[src/design/frame_scale_mirror_flip_engine_unit_defines.svh]
// assertion macros for the frame scale mirror flip engine
`ifndef FRAME_SCALE_MIRROR_FLIP_ENGINE_UNIT_DEFINES_SVH
`define FRAME_SCALE_MIRROR_FLIP_ENGINE_UNIT_DEFINES_SVH

`ifndef SYNTHESIS

`define FSMFE_ASSERT_NOW(lbl, clk, rst, ante, cons) \
   lbl: assert property (@(posedge clk) disable iff (rst) (ante) |-> (cons)) \
      else $error("fsmfe check failed");

`define FSMFE_ASSERT_NEXT(lbl, clk, rst, ante, cons) \
   lbl: assert property (@(posedge clk) disable iff (rst) (ante) |=> (cons)) \
      else $error("fsmfe check failed");

`else

`define FSMFE_ASSERT_NOW(lbl, clk, rst, ante, cons)

`define FSMFE_ASSERT_NEXT(lbl, clk, rst, ante, cons)

`endif

`endif

[src/design/fsmfe_pkg.sv]
// types and constants shared by the frame scale mirror flip engine
package fsmfe_pkg;

   localparam int MAX_WIDTH  = 256;
   localparam int MAX_HEIGHT = 256;
   localparam int MAX_FACTOR = 8;

   localparam int COORD_W  = $clog2(MAX_WIDTH);
   localparam int ROW_W    = $clog2(MAX_HEIGHT);
   localparam int ADDR_W   = $clog2(MAX_WIDTH * MAX_HEIGHT);
   localparam int COUNT_W  = ADDR_W + 1;
   localparam int REP_W    = $clog2(MAX_FACTOR);
   localparam int PIX_W    = 8;
   localparam int WORD_W   = 3 * PIX_W;
   localparam int MODE_W   = 3;
   localparam int FACTOR_W = 4;
   localparam int SIZE_W   = 9;
   localparam int CSR_IDX_W  = 2;
   localparam int CSR_DATA_W = 9;

   typedef enum logic [MODE_W-1:0] {
      MODE_SCALE_UP   = 3'd0,
      MODE_SCALE_DOWN = 3'd1,
      MODE_MIRROR     = 3'd2,
      MODE_FLIP       = 3'd3,
      MODE_ROTATE     = 3'd4
   } mode_type;

   typedef enum logic [CSR_IDX_W-1:0] {
      REG_MODE   = 2'd0,
      REG_FACTOR = 2'd1,
      REG_WIDTH  = 2'd2,
      REG_HEIGHT = 2'd3
   } reg_idx_type;

   typedef enum logic {
      KIND_LOAD  = 1'b0,
      KIND_FETCH = 1'b1
   } kind_type;

   typedef struct packed {
      logic [COUNT_W-1:0] total;
      logic               empty;
      logic [COORD_W-1:0] gw_m1;
      logic [ROW_W-1:0]   gh_m1;
      logic [REP_W-1:0]   rep_m1;
      logic [COORD_W-1:0] col0;
      logic [COORD_W-1:0] col_step;
      logic [ADDR_W-1:0]  row0;
      logic [ADDR_W-1:0]  row_step;
      logic               rotate;
   } cfg_type;

endpackage

[src/design/fsmfe_if.sv]


interface fsmfe_csr_if;
   import fsmfe_pkg::*;
   logic                  valid;
   logic                  ready;
   logic [CSR_IDX_W-1:0]  index;
   logic [CSR_DATA_W-1:0] data;
   modport source (output valid, index, data, input ready);
   modport sink   (input valid, index, data, output ready);
endinterface

[src/design/fsmfe_cfg.sv]
// configuration registers and the registered geometry derived from them
module fsmfe_cfg (
   input  logic               clock,
   input  logic               reset,
   fsmfe_csr_if.sink          csr_bus,
   output fsmfe_pkg::cfg_type cfg,
   output logic               restart,
   output logic               settle
);
   import fsmfe_pkg::*;

   logic [MODE_W-1:0]   mode_ff;
   logic [FACTOR_W-1:0] factor_ff;
   logic [SIZE_W-1:0]   width_ff;
   logic [SIZE_W-1:0]   height_ff;
   logic                settle_ff;
   cfg_type             cfg_ff;
   cfg_type             cfg_in;
   logic                csr_fire;
   logic [SIZE_W-1:0]   w_c;
   logic [SIZE_W-1:0]   h_c;
   logic [FACTOR_W-1:0] f_c;
   logic [SIZE_W-1:0]   gw;
   logic [SIZE_W-1:0]   gh;
   logic                is_down;
   logic [2*SIZE_W-1:0] total_full;
   logic [2*SIZE_W-1:0] row0_full;
   logic [SIZE_W+FACTOR_W-1:0] stride_down;

   // floor(v / f) for f in 1..8 by reciprocal multiply, exact for v up to 256
   function automatic logic [SIZE_W-1:0] div_factor(input logic [SIZE_W-1:0] v,
                                                    input logic [FACTOR_W-1:0] f);
      logic [16:0]        recip;
      logic [SIZE_W+16:0] prod;
      case (f)
         4'd2:    recip = 17'd32768;
         4'd3:    recip = 17'd21846;
         4'd4:    recip = 17'd16384;
         4'd5:    recip = 17'd13108;
         4'd6:    recip = 17'd10923;
         4'd7:    recip = 17'd9363;
         4'd8:    recip = 17'd8192;
         default: recip = 17'd65536;
      endcase
      prod = {{17{1'b0}}, v} * {{SIZE_W{1'b0}}, recip};
      return prod[SIZE_W+15:16];
   endfunction

   assign csr_bus.ready = 1'b1;
   assign csr_fire      = csr_bus.valid && csr_bus.ready;
   assign restart       = csr_fire;
   assign settle        = settle_ff;
   assign cfg           = cfg_ff;

   always_ff @(posedge clock) begin
      if (reset) begin
         mode_ff   <= MODE_SCALE_UP;
         factor_ff <= FACTOR_W'(1);
         width_ff  <= SIZE_W'(MAX_WIDTH);
         height_ff <= SIZE_W'(MAX_HEIGHT);
         settle_ff <= 1'b1;
      end else begin
         settle_ff <= csr_fire;
         if (csr_fire) begin
            case (reg_idx_type'(csr_bus.index))
               REG_MODE:   mode_ff   <= csr_bus.data[MODE_W-1:0];
               REG_FACTOR: factor_ff <= csr_bus.data[FACTOR_W-1:0];
               REG_WIDTH:  width_ff  <= csr_bus.data[SIZE_W-1:0];
               REG_HEIGHT: height_ff <= csr_bus.data[SIZE_W-1:0];
               default:    mode_ff   <= mode_ff;
            endcase
         end
      end
   end

   always_comb begin
      w_c = (width_ff == '0) ? SIZE_W'(1) :
            (width_ff > SIZE_W'(MAX_WIDTH)) ? SIZE_W'(MAX_WIDTH) : width_ff;
      h_c = (height_ff == '0) ? SIZE_W'(1) :
            (height_ff > SIZE_W'(MAX_HEIGHT)) ? SIZE_W'(MAX_HEIGHT) : height_ff;
      f_c = (factor_ff == '0) ? FACTOR_W'(1) :
            (factor_ff > FACTOR_W'(MAX_FACTOR)) ? FACTOR_W'(MAX_FACTOR) : factor_ff;
      is_down     = (mode_ff == MODE_SCALE_DOWN);
      gw          = is_down ? div_factor(w_c, f_c) : w_c;
      gh          = is_down ? div_factor(h_c, f_c) : h_c;
      total_full  = {{SIZE_W{1'b0}}, w_c} * {{SIZE_W{1'b0}}, h_c};
      row0_full   = {{SIZE_W{1'b0}}, h_c - SIZE_W'(1)} * {{SIZE_W{1'b0}}, w_c};
      stride_down = {{FACTOR_W{1'b0}}, w_c} * {{SIZE_W{1'b0}}, f_c};

      cfg_in.total  = total_full[COUNT_W-1:0];
      cfg_in.empty  = (gw == '0) || (gh == '0);
      cfg_in.gw_m1  = COORD_W'(gw - SIZE_W'(1));
      cfg_in.gh_m1  = ROW_W'(gh - SIZE_W'(1));
      cfg_in.rep_m1 = (mode_ff == MODE_SCALE_UP) ? REP_W'(f_c - FACTOR_W'(1)) : '0;
      cfg_in.rotate = (mode_ff == MODE_ROTATE);

      if (mode_ff == MODE_MIRROR) begin
         cfg_in.col0     = COORD_W'(w_c - SIZE_W'(1));
         cfg_in.col_step = '1;
      end else begin
         cfg_in.col0     = '0;
         cfg_in.col_step = is_down ? COORD_W'(f_c) : COORD_W'(1);
      end

      if (mode_ff == MODE_FLIP) begin
         cfg_in.row0     = row0_full[ADDR_W-1:0];
         cfg_in.row_step = ADDR_W'(0) - ADDR_W'(w_c);
      end else begin
         cfg_in.row0     = '0;
         cfg_in.row_step = is_down ? ADDR_W'(stride_down) : ADDR_W'(w_c);
      end
   end

   always_ff @(posedge clock) begin
      cfg_ff <= cfg_in;
   end

endmodule

[src/flat_wrapper.sv]
// flat-port wrapper written by rule: the top's interface ports become plain ports
module fsmfe_cfg_flat import fsmfe_pkg::*;
  (clock, reset, cfg, restart, settle, csr_bus_valid, csr_bus_index, csr_bus_data, csr_bus_ready);
  fsmfe_csr_if csr_bus_i ();
  input  logic clock;
  input  logic reset;
  output fsmfe_pkg::cfg_type cfg;
  output logic restart;
  output logic settle;
  input wire logic [$bits(csr_bus_i.valid)-1:0] csr_bus_valid;
  input wire logic [$bits(csr_bus_i.index)-1:0] csr_bus_index;
  input wire logic [$bits(csr_bus_i.data)-1:0] csr_bus_data;
  output wire logic [$bits(csr_bus_i.ready)-1:0] csr_bus_ready;
  assign csr_bus_i.valid = csr_bus_valid;
  assign csr_bus_i.index = csr_bus_index;
  assign csr_bus_i.data = csr_bus_data;
  assign csr_bus_ready = csr_bus_i.ready;
  fsmfe_cfg u_core (.clock(clock), .reset(reset), .csr_bus(csr_bus_i), .cfg(cfg), .restart(restart), .settle(settle));
endmodule
[config.mk]
export PLATFORM = sky130hd
export DESIGN_NAME = fsmfe_cfg_flat
export DESIGN_NICKNAME = d
export VERILOG_FILES = /design/src/design/frame_scale_mirror_flip_engine_unit_defines.svh /design/src/design/fsmfe_pkg.sv /design/src/design/fsmfe_if.sv /design/src/design/fsmfe_cfg.sv /design/src/flat_wrapper.sv
export SDC_FILE = /design/constraint.sdc
export NUM_CORES = 1
export LEC_CHECK = 0
export ABC_AREA = 1
export BUFFER_PORTS_ARGS = -buffer_cell sky130_fd_sc_hd__buf_2
export CORE_ASPECT_RATIO = 1.5
export CORE_MARGIN = 4
export CORE_UTILIZATION = 41
export CTS_BUF_LIST = sky130_fd_sc_hd__clkbuf_16
export DETAILED_ROUTE_END_ITERATION = 8
export GPL_TIMING_DRIVEN = 0
export MAX_ROUTING_LAYER = met4
export PLACE_DENSITY_LB_ADDON = 0.25
export SYNTH_ARGS = -nofsm -noshare
export SYNTH_HDL_FRONTEND = slang
export SYNTH_SLANG_ARGS = --single-unit
[constraint.sdc]
create_clock -name clock -period 5.8 [get_ports clock]
set_input_delay 0.58 -clock clock [delete_from_list [all_inputs] [get_ports clock]]
set_output_delay 0.58 -clock clock [all_outputs]
set_load 0.02 [all_outputs]
# Word level (Yosys, flattened, before mapping)
# Index checks and enable logic that the tools add are counted.
# word_totals
reg_bits,112
inputBits,14
wordCells,70
out_inout_bits,89
# op_classes
eq_ne,14
addsub,6
mux,12
n_reduce_logical,13
bitwise,1
n_mul,5
n_lt_le_gt_ge,3
# op_table
cell,count
$pmux W17 S7,1
$mux W9,6
$mul A9 B17 Y25,2
$logic_not A9 Y1,4
$sub A8 B1 Y8 const B,3
$gt A9 B9 Y1 const B,2
$mul A9 B9 Y17,1
$eq A4 B3 Y1 const B,4
$mul A9 B9 Y16,1
$mux W16,1
$mul A9 B4 Y13,1
$mux W13,1
$mux W4,3
$sub A1 B9 Y10 const A,1
$sub A9 B1 Y9 const B,1
$eq A4 B2 Y1 const B,2
$reduce_and A2 Y1,4
$eq A3 B2 Y1 const B,2
$eq A2 B2 Y1 const B,2
$eq A4 B4 Y1 const B,1
$gt A4 B4 Y1 const B,1
$logic_not A4 Y1,1
$eq A3 B1 Y1 const B,1
$eq A3 B3 Y1 const B,1
other kinds (7),7

# Longest topological paths before layout
# Gate-level depths: netlist of run 1.
# depth
word_depth,9
ltp_mapped,39

# Worst setup path after synthesis of run 1
# Ideal clock, no wire load.
# synth_timing
path_type,register -> register
from,register u_core.factor_ff[3]
to,register u_core.cfg_ff (netlist bit u_core.cfg[59])
setup_slack_ns,-0.350
path_buffers,3
synth_period_minus_slack_ns,6.150
setup_time_ns,0.113
required_ns,5.687
arrival_time_ns,6.037
stages_incl_launch_ff,35
path_cell_list,dfxtp_1 buf_4 inv_1 o21ai_0 clkbuf_1 ha_1 nand2_4 inv_2 nor2_8 inv_2 nor2_4 inv_2 clkbuf_1 nand2_1 fa_1 inv_1 fa_1 fa_1 inv_1 fa_1 inv_1 ha_1 nand2_1 nor2_1 nand2_1 nor4_1 nand3_1 nand2_1 nand2_1 nand3_1 o21ai_0 nor2_1 nand4_1 nand2_1 nand2_1
# synth_lines
element,line,source
start: declaration,fsmfe_cfg.sv:13,logic [FACTOR_W-1:0] factor_ff;
start signal: assignment,fsmfe_cfg.sv:67,REG_FACTOR: factor_ff <= csr_bus.data[FACTOR_W-1:0];
end signal: assignment,fsmfe_cfg.sv:115,cfg_ff <= cfg_in;
end: declaration,fsmfe_cfg.sv:17,cfg_type cfg_ff;

==> flow_summary.ini, run 1 <==
[status]
status = finished, violations left
violations = negative setup slack

[synth]
syn_area_mm2 = 0.0186
ys_warn_count = 0
netlist_instances = 2439
ys_seq_elements = 107
syn_avg_cell_area_um2 = 7.64
synth_seq_area_share = 0.115
synthDistinctLibCells = 57
syn-num-nets = 2949

[route]
drt_pass1_iterations = 5
vias = 16877
routed_via_density = 5.20
drc = 0
wl_per_cell_um = 20.0
first_iter_violations = 985
drt-total-wl_um = 65000
drtAntennaViolNets = 0

[worst_setup_path]
crit_arrival_ns = 6.31
reg2reg_from = u_core.factor_ff[2]
r2r_setup_slack_ns = -0.18
r2r-end = u_core.cfg[68]
critical_path.max_fanout = 10
cp-startpoint = u_core.factor_ff[2]
end_kind = flop
rr_worst_depth = 34
path_class = flop to flop
cp-start-kind = flop
cp_slowest_cell = fa_1
cp_slowest_stage_delay_ns = 0.56
required_ns = 6.13

[min_path]
hold_path_depth = 3
hold_start = reset
hold_end = u_core.height_ff[8]
hold_class = input pin to flop

[global_route]
grt_max_degree = 22
grt_pass1_vias = 17581
met2_usage = 0.469
grtUsageTotal = 0.273
busiest_layer = met2
antenna_found_initial = 0
use_met1 = 0.298
gr-usage-met3 = 0.0387
grt_remaining_overflow = 0
grt_pass1_wl_um = 99800

[die]
fp.dieH_um = 269
core-area_mm2 = 0.0449
start_util = 0.415
die_area_mm2 = 0.0490
boundaryPins = 103
fp-row-count = 95
chipWidth_um = 182

[pwr]
p_leak_nw = 11.9
ir_worst_vdd_mv = 0.148
power_density_mw_per_mm2 = 121

[cells_and_area]
final_util = 0.507
layout_commonest_cell = inv_1
fillers = 4417
drive_above_1_share = 0.221
antennaDiodeCount = 0
layout_common_cells = 505 x inv_1, 394 x nand2_1, 311 x fa_1
area_growth_pct = 22.1
nets = 3169

[place]
dp_hpwl_um = 52400
dp_slack_ns = -2.08
io_buffers = 101
place.gp.congestion = 1.02

[sta]
period_needed_ns = 5.98
setup_ws_ns = -0.184
clock_skew_ns = 0.0182
finalHoldViolCount = 0
max-slew-margin-rel = 0.308
worst_pin_slew_ns = 1.04
timing.final.max_slew_violations = 0
fin_tns_setup_ns = -0.906
fmax_mhz = 167
fin_crit_sh = 1.03
setup_viol = 9
rsz0062_at_grt = yes
hold_ws_ns = 0.399

[clocking]
root_buffer = clkbuf_16
clock_latency_ns = 0.39
cts_tree = done
h-tree-depth = 3
cts_sinks = 107
clkTransAtPathRegs_ns = 0.10
clockBufferDepth = 2
numCtsBuffers = 9

[job]
maxCapViolCount = 0
## cells by family after synthesis
logic type,synth area share
xor+xnor,0.0178
flops,0.115
simple gates,0.207
compound gates,0.0688
fa+ha+maj,0.460
other cells,0.000201
buf+inv,0.132
## registers in the layout, summed over array words and instances, names as in the netlist
| register | count |
|---|---|
| u_core.cfg | 81 |
| u_core.height_ff | 9 |
| u_core.width_ff | 9 |
| u_core.factor_ff | 4 |
| u_core.mode_ff | 3 |
| u_core.settle | 1 |
## layer usage
layer / wire length (µm) / vias to the layer above
met5: 0 / -
met4: 5290 / 0
met3: 3920 / 236
met2: 32400 / 654
met1: 23400 / 8241
li1: - / 7746
## how the worst max path moves through the flow
stage                     endpoint  cells after the start
CTS                 u_core.cfg[68]                     36
finish              u_core.cfg[68]                     34
global route        u_core.cfg[68]                     35
global placement    u_core.cfg[68]                     30
detailed placement  u_core.cfg[68]                     31
floorplan           u_core.cfg[68]                     36
## critical path, delay by kind of cell (launching register included)
| family | cells | cell delay (ns) |
|---|---|---|
| buffers and inverters | 8 | 0.70 |
| AOI/OAI and AO/OA | 4 | 0.54 |
| and+or+nand+nor | 16 | 2.02 |
| adders and majority gates | 6 | 2.24 |
| DFF | 1 | 0.38 |
## layout make-up
cell class                 count  area [µm²]  area share
clock inverter                 7        80.1     0.00352
tap                          582         728      0.0320
clock buffer                   9         225     0.00989
sequential                   107        2160      0.0949
timing repair buffer         210        1420      0.0624
buffer                        76         671      0.0295
inverter                     563        2230      0.0978
multi-input combinational   1692       15300       0.670
## through the flow
| stage | instance area (µm²) | total power [mW] | instances |
|---|---|---|---|
| 4_1_cts | 21800 | 2.69 | 3200 |
| 3_3_place_gp | 20000 | 1.84 | 3122 |
| 5_1_grt | 22800 | 2.94 | 3246 |
| 6_report | 22800 | 2.76 | 3246 |
| 2_1_floorplan | 18700 | 1.54 | 2439 |
| 3_5_place_dp | 20000 | 1.86 | 3122 |
## cell usage after synthesis (all sizes together)
cell type	instances	area, µm²
a211oi	1	7.51
a21boi	1	7.51
a21o	2	15.0
a21oi	96	480
a221oi	1	8.76
a22oi	1	7.51
a31oi	5	31.3
and2	2	12.5
and3	1	6.26
buf	25	136
clkbuf	52	196
clkinv	12	50.1
conb	1	3.75
dfxtp	107	2140
fa	316	6330
ha	180	2250
inv	551	2070
nand2	463	1790
nand2b	1	6.26
nand3	58	308
nand3b	4	30.0
nand4	10	62.6
nor2	359	1440
nor3	26	146
nor4	4	25.0
o211a	2	20.0
o211ai	2	15.0
o21a	8	60.1
o21ai	89	472
o21bai	10	97.6
o22ai	1	6.26
o311ai	1	8.76
o31ai	6	45.0
or2	4	25.0
xnor2	16	140
xor2	21	191
## power breakdown
group	switching, mW	internal, mW	leakage [nW]
Clock	0.370	0.308	0.145
Sequential	0.0210	0.792	0.878
Combinational	0.802	0.469	10.9
Total	1.19	1.57	11.9
## repair_timing
item                                    4_1_cts  5_1_grt
hold buffers                                  0        0
pin swaps                                    69       73
setup buffers                                63       44
endpoints found under the hold margin         0        0
gates cloned                                  0        2
resized for setup                           324      176
endpoints found under the setup margin       40       22
No activity file was read; power rests on OpenSTA's default activity.
==> run 2: changes to the inputs <==
==> constraint.sdc (replaced) <==
create_clock -name clock -period 6.4 [get_ports clock]
set_input_delay 0.64 -clock clock [delete_from_list [all_inputs] [get_ports clock]]
set_output_delay 0.64 -clock clock [all_outputs]
set_load 0.02 [all_outputs]
==> flow_summary.ini, run 2 (synthesis gave the netlist of run 1 again) <==
[status]
status = finished, final reports clean

[global_route]
grt_remaining_overflow = 0
antenna_found_initial = 0
grt_pass1_wl_um = 98600
grt_max_degree = 19
grtUsageTotal = 0.273
grt_pass1_vias = 17155

[route]
drt-total-wl_um = 65300
drt_pass1_iterations = 6
first_iter_violations = 1043
wl_per_cell_um = 20.4
drtAntennaViolNets = 0
drc = 0
routed_via_density = 5.18
vias = 16571

[cells_and_area]
drive_above_1_share = 0.173
nets = 3123
final_util = 0.483
area_growth_pct = 16.3
layout_common_cells = 516 x inv_1, 418 x nand2_1, 312 x fa_1
fin_area_mm2 = 0.0217
largest_reg_flops = 81
antennaDiodeCount = 0
layout_commonest_cell = inv_1

[die]
core-area_mm2 = 0.0449
start_util = 0.415
die_area_mm2 = 0.0490
fp-row-count = 95
chipWidth_um = 182
boundaryPins = 103
fp.dieH_um = 269

[place]
placed_area_mm2 = 0.0199
dp_slack_ns = -2.06
io_buffers = 101
place.gp.congestion = 0.992
dp_hpwl_um = 53500

[pwr]
power_density_mw_per_mm2 = 111
power.total_mw = 2.40
p_seq_frac = 0.307
power.internal_mw = 1.39
pwr-share-comb = 0.444
p_leak_nw = 11.5
switching_share = 0.421
clkPwrFrac = 0.250
switchingPower_mw = 1.01
ir_worst_vdd_mv = 0.126

[sta]
fmax_mhz = 160
timing.final.max_slew_violations = 0
setup_ws_ns = 0.166
max-slew-margin-rel = 0.253
worst_pin_slew_ns = 1.12
setup_viol = 0
fin_crit_sh = 0.974
clock_skew_ns = 0.0147
period_needed_ns = 6.23
hold_ws_ns = 0.455
rsz0062_at_grt = yes
finalHoldViolCount = 0

[clocking]
clock_latency_ns = 0.38
cts_sinks = 107
numCtsBuffers = 9
h-tree-depth = 3
root_buffer = clkbuf_16
cts_tree = done
clkTransAtPathRegs_ns = 0.08
hold_buffers = 0
clockBufferDepth = 2

[worst_setup_path]
r2r-end = u_core.cfg[68]
required_ns = 6.71
cp-start-kind = flop
cp_slowest_stage_delay_ns = 0.57
path_class = flop to flop
rr_worst_depth = 32
critical_path.max_fanout = 10
reg2reg_from = u_core.factor_ff[3]
end_kind = flop
crit_arrival_ns = 6.55
cp_common_cell = nand2_1
cp_slowest_cell = fa_1
r2r_setup_slack_ns = 0.17

[min_path]
hold_path_depth = 1
hold_class = flop to flop
hold_end = u_core.cfg[0]
hold_start = u_core.mode_ff[0]

[job]
maxCapViolCount = 0
==> run 2: power groups by stage <==
stage / sequential, mW / combinational [mW] / clock (mW)
floorplan: 0.807 / 0.576 / 0
global placement: 0.750 / 0.918 / 0
detailed placement: 0.751 / 0.928 / 0
CTS: 0.736 / 0.990 / 0.620
global route: 0.741 / 1.17 / 0.646
finish: 0.736 / 1.06 / 0.600
==> run 2: layout make-up <==
class	count	area (µm²)
Clock inverter	6	71.3
Buffer	76	469
Timing Repair Buffer	164	1020
Sequential cell	107	2150
Tap cell	582	728
Multi-Input combinational cell	1692	14800
Fill cell	4634	23200
Inverter	563	2200
Clock buffer	9	225
==> run 2: per-layer routing <==
layer  up-vias  routed length, µm  share of wire  global-route usage
li1       7645                  -              -                   -
met1      8043              23200           0.35               0.304
met2       660              33300           0.51               0.475
met3       223               4170          0.064              0.0321
met4         0               4620          0.071               0.145
met5         -                  0              0                   -
==> run 2: how the worst max path moves through the flow <==
stage / from / to / slack [ns] / cells past startpoint
CTS: u_core.height_ff[6] / u_core.cfg[68] / -0.03 / 29
floorplan: u_core.factor_ff[3] / u_core.cfg[59] / 0.25 / 34
detailed placement: u_core.factor_ff[3] / u_core.cfg[68] / -2.06 / 34
finish: u_core.factor_ff[3] / u_core.cfg[68] / 0.17 / 32
global placement: u_core.factor_ff[3] / u_core.cfg[68] / -2.07 / 34
global route: u_core.factor_ff[2] / u_core.cfg[68] / -0.09 / 36
==> run 2: what timing repair did <==
action / 4_1_cts / 5_1_grt
gates resized for setup: 148 / 196
setup buffers: 31 / 32
pin swaps: 19 / 60
gates cloned: 0 / 0
setup endpoints to repair: 24 / 19
endpoints found under the hold margin: 0 / 0
==> run 2: metrics by stage <==
step	cells	setup TNS, ns
after floorplan	2439	0
after global placement	3122	-28.49
after detailed placement	3122	-28.89
after CTS	3167	-0.0341
after global routing	3199	-0.203
final	3199	0
==> run 2: critical path: cells and delay by family, from the launching register on <==
family	cells	cell delay, ns
compound gates	2	0.23
fa+ha+maj	7	2.75
buf+inv	7	1.05
flops	1	0.35
simple gates	16	1.76
==> run 3: changes to the inputs <==
--- a/config.mk
+++ b/config.mk
@@ -10,7 +10,7 @@
 export CORE_ASPECT_RATIO = 1.5
 export CORE_MARGIN = 4
 export CORE_UTILIZATION = 41
-export CTS_BUF_LIST = sky130_fd_sc_hd__clkbuf_16
+export CTS_BUF_LIST = sky130_fd_sc_hd__clkbuf_8
 export DETAILED_ROUTE_END_ITERATION = 8
 export GPL_TIMING_DRIVEN = 0
 export MAX_ROUTING_LAYER = met4
==> flow_summary.ini, run 3 (synthesis gave the netlist of run 1 again) <==
[status]
status = finished, final reports clean

[die]
chipWidth_um = 182
core-area_mm2 = 0.0449
die_area_mm2 = 0.0490
boundaryPins = 103
fp-row-count = 95
start_util = 0.415
fp.dieH_um = 269

[min_path]
hold_end = u_core.height_ff[8]
hold_class = input pin to flop
hold_path_depth = 3
hold_start = reset

[global_route]
grt_max_degree = 19
grt_remaining_overflow = 0
grt_pass1_vias = 17138
antenna_found_initial = 1
grt_pass1_wl_um = 98500
grtUsageTotal = 0.273

[route]
drt_pass1_iterations = 7
drc = 0
vias = 16518
wl_per_cell_um = 20.3
drtAntennaViolNets = 0
first_iter_violations = 1051
drt-total-wl_um = 65100
routed_via_density = 5.16

[pwr]
power.total_mw = 2.25
ir_worst_vdd_mv = 0.115
power_density_mw_per_mm2 = 104
p_leak_nw = 11.4

[worst_setup_path]
reg2reg_from = u_core.factor_ff[3]
critical_path.max_fanout = 6
cp-start-kind = flop
r2r_setup_slack_ns = 0.13
cp_slowest_stage_delay_ns = 0.52
required_ns = 6.77
rr_worst_depth = 35
end_kind = flop
r2r-end = u_core.cfg[68]
crit_arrival_ns = 6.64
path_class = flop to flop
cp_slowest_cell = fa_1

[clocking]
cts_tree = done
clkTransAtPathRegs_ns = 0.11
clockBufferDepth = 2
numCtsBuffers = 9
hold_buffers = 0
root_buffer = clkbuf_8
cts_sinks = 107
h-tree-depth = 3
clock_latency_ns = 0.46

[sta]
fin_tns_setup_ns = 0
period_needed_ns = 6.27
worst_pin_slew_ns = 1.11
max-slew-margin-rel = 0.258
fin_crit_sh = 0.980
setup_ws_ns = 0.127
finalHoldViolCount = 0
rsz0062_at_grt = yes
setup_viol = 0
clock_skew_ns = 0.0278
fmax_mhz = 159
timing.final.max_slew_violations = 0

[place]
dp_hpwl_um = 53500
io_buffers = 101
place.gp.congestion = 0.992
dp_slack_ns = -2.06

[cells_and_area]
layout_commonest_cell = inv_1
nets = 3124
drive_above_1_share = 0.171
final_util = 0.480
layout_common_cells = 516 x inv_1, 420 x nand2_1, 313 x fa_1
area_growth_pct = 15.8
largest_reg_flops = 81

[job]
maxCapViolCount = 0
## run 3: metal layers
metal / wire length (µm) / track usage / vias to the layer above
li1: - / - / 7635
met1: 23300 / 0.302 / 8050
met2: 33300 / 0.477 / 622
met3: 3950 / 0.0352 / 211
met4: 4550 / 0.142 / 0
met5: 0 / - / -
## run 3: power by group
part	internal [mW]	total [mW]	switching [mW]	leakage [nW]
clock network	0.184	0.460	0.277	0.0980
logic	0.361	1.06	0.696	10.4
registers	0.718	0.736	0.0179	0.876
total	1.26	2.25	0.991	11.4
## run 3: worst max-delay path: cells and delay by family, from the launching register on
kind | cells | cell delay [ns]
AOI/OAI and AO/OA | 1 | 0.06
and+or+nand+nor | 16 | 1.95
buffers and inverters | 11 | 1.22
DFF | 1 | 0.36
adders and majority gates | 7 | 2.60
## run 3: final cells by class
| cell class | count | area (µm²) |
|---|---|---|
| buffer | 76 | 472 |
| multi-input combinational | 1692 | 14800 |
| tap | 582 | 728 |
| sequential | 107 | 2150 |
| antenna | 1 | 2.50 |
| timing repair buffer | 165 | 1020 |
| fill | 4641 | 23300 |
| inverter | 563 | 2200 |
| clock inverter | 6 | 71.3 |
| clock buffer | 9 | 124 |
## run 3: worst max path at each step
stage / slack [ns] / to / cells past startpoint / from
final: 0.13 / u_core.cfg[68] / 35 / u_core.factor_ff[3]
after global routing: -0.14 / u_core.cfg[68] / 37 / u_core.factor_ff[3]
after CTS: 0.002 / u_core.cfg[67] / 27 / u_core.width_ff[8]
after detailed placement: -2.06 / u_core.cfg[68] / 34 / u_core.factor_ff[3]
after global placement: -2.07 / u_core.cfg[68] / 34 / u_core.factor_ff[3]
after floorplan: 0.25 / u_core.cfg[59] / 34 / u_core.factor_ff[3]
## run 3: per-stage QoR
stage / hold WS [ns] / area, µm² / instances
after global routing: 0.399 / 21600 / 3201
after floorplan: 0.423 / 18600 / 2439
after CTS: 0.371 / 20800 / 3168
after global placement: 0.440 / 19900 / 3122
after detailed placement: 0.439 / 19900 / 3122
final: 0.418 / 21600 / 3201
## run 3: repair_timing
action | in CTS | in global routing
gates resized for setup | 157 | 179
setup buffers | 32 | 32
gates cloned | 0 | 0
endpoints found under the setup margin | 24 | 19
pin swaps | 22 | 65
hold endpoints to repair | 0 | 0
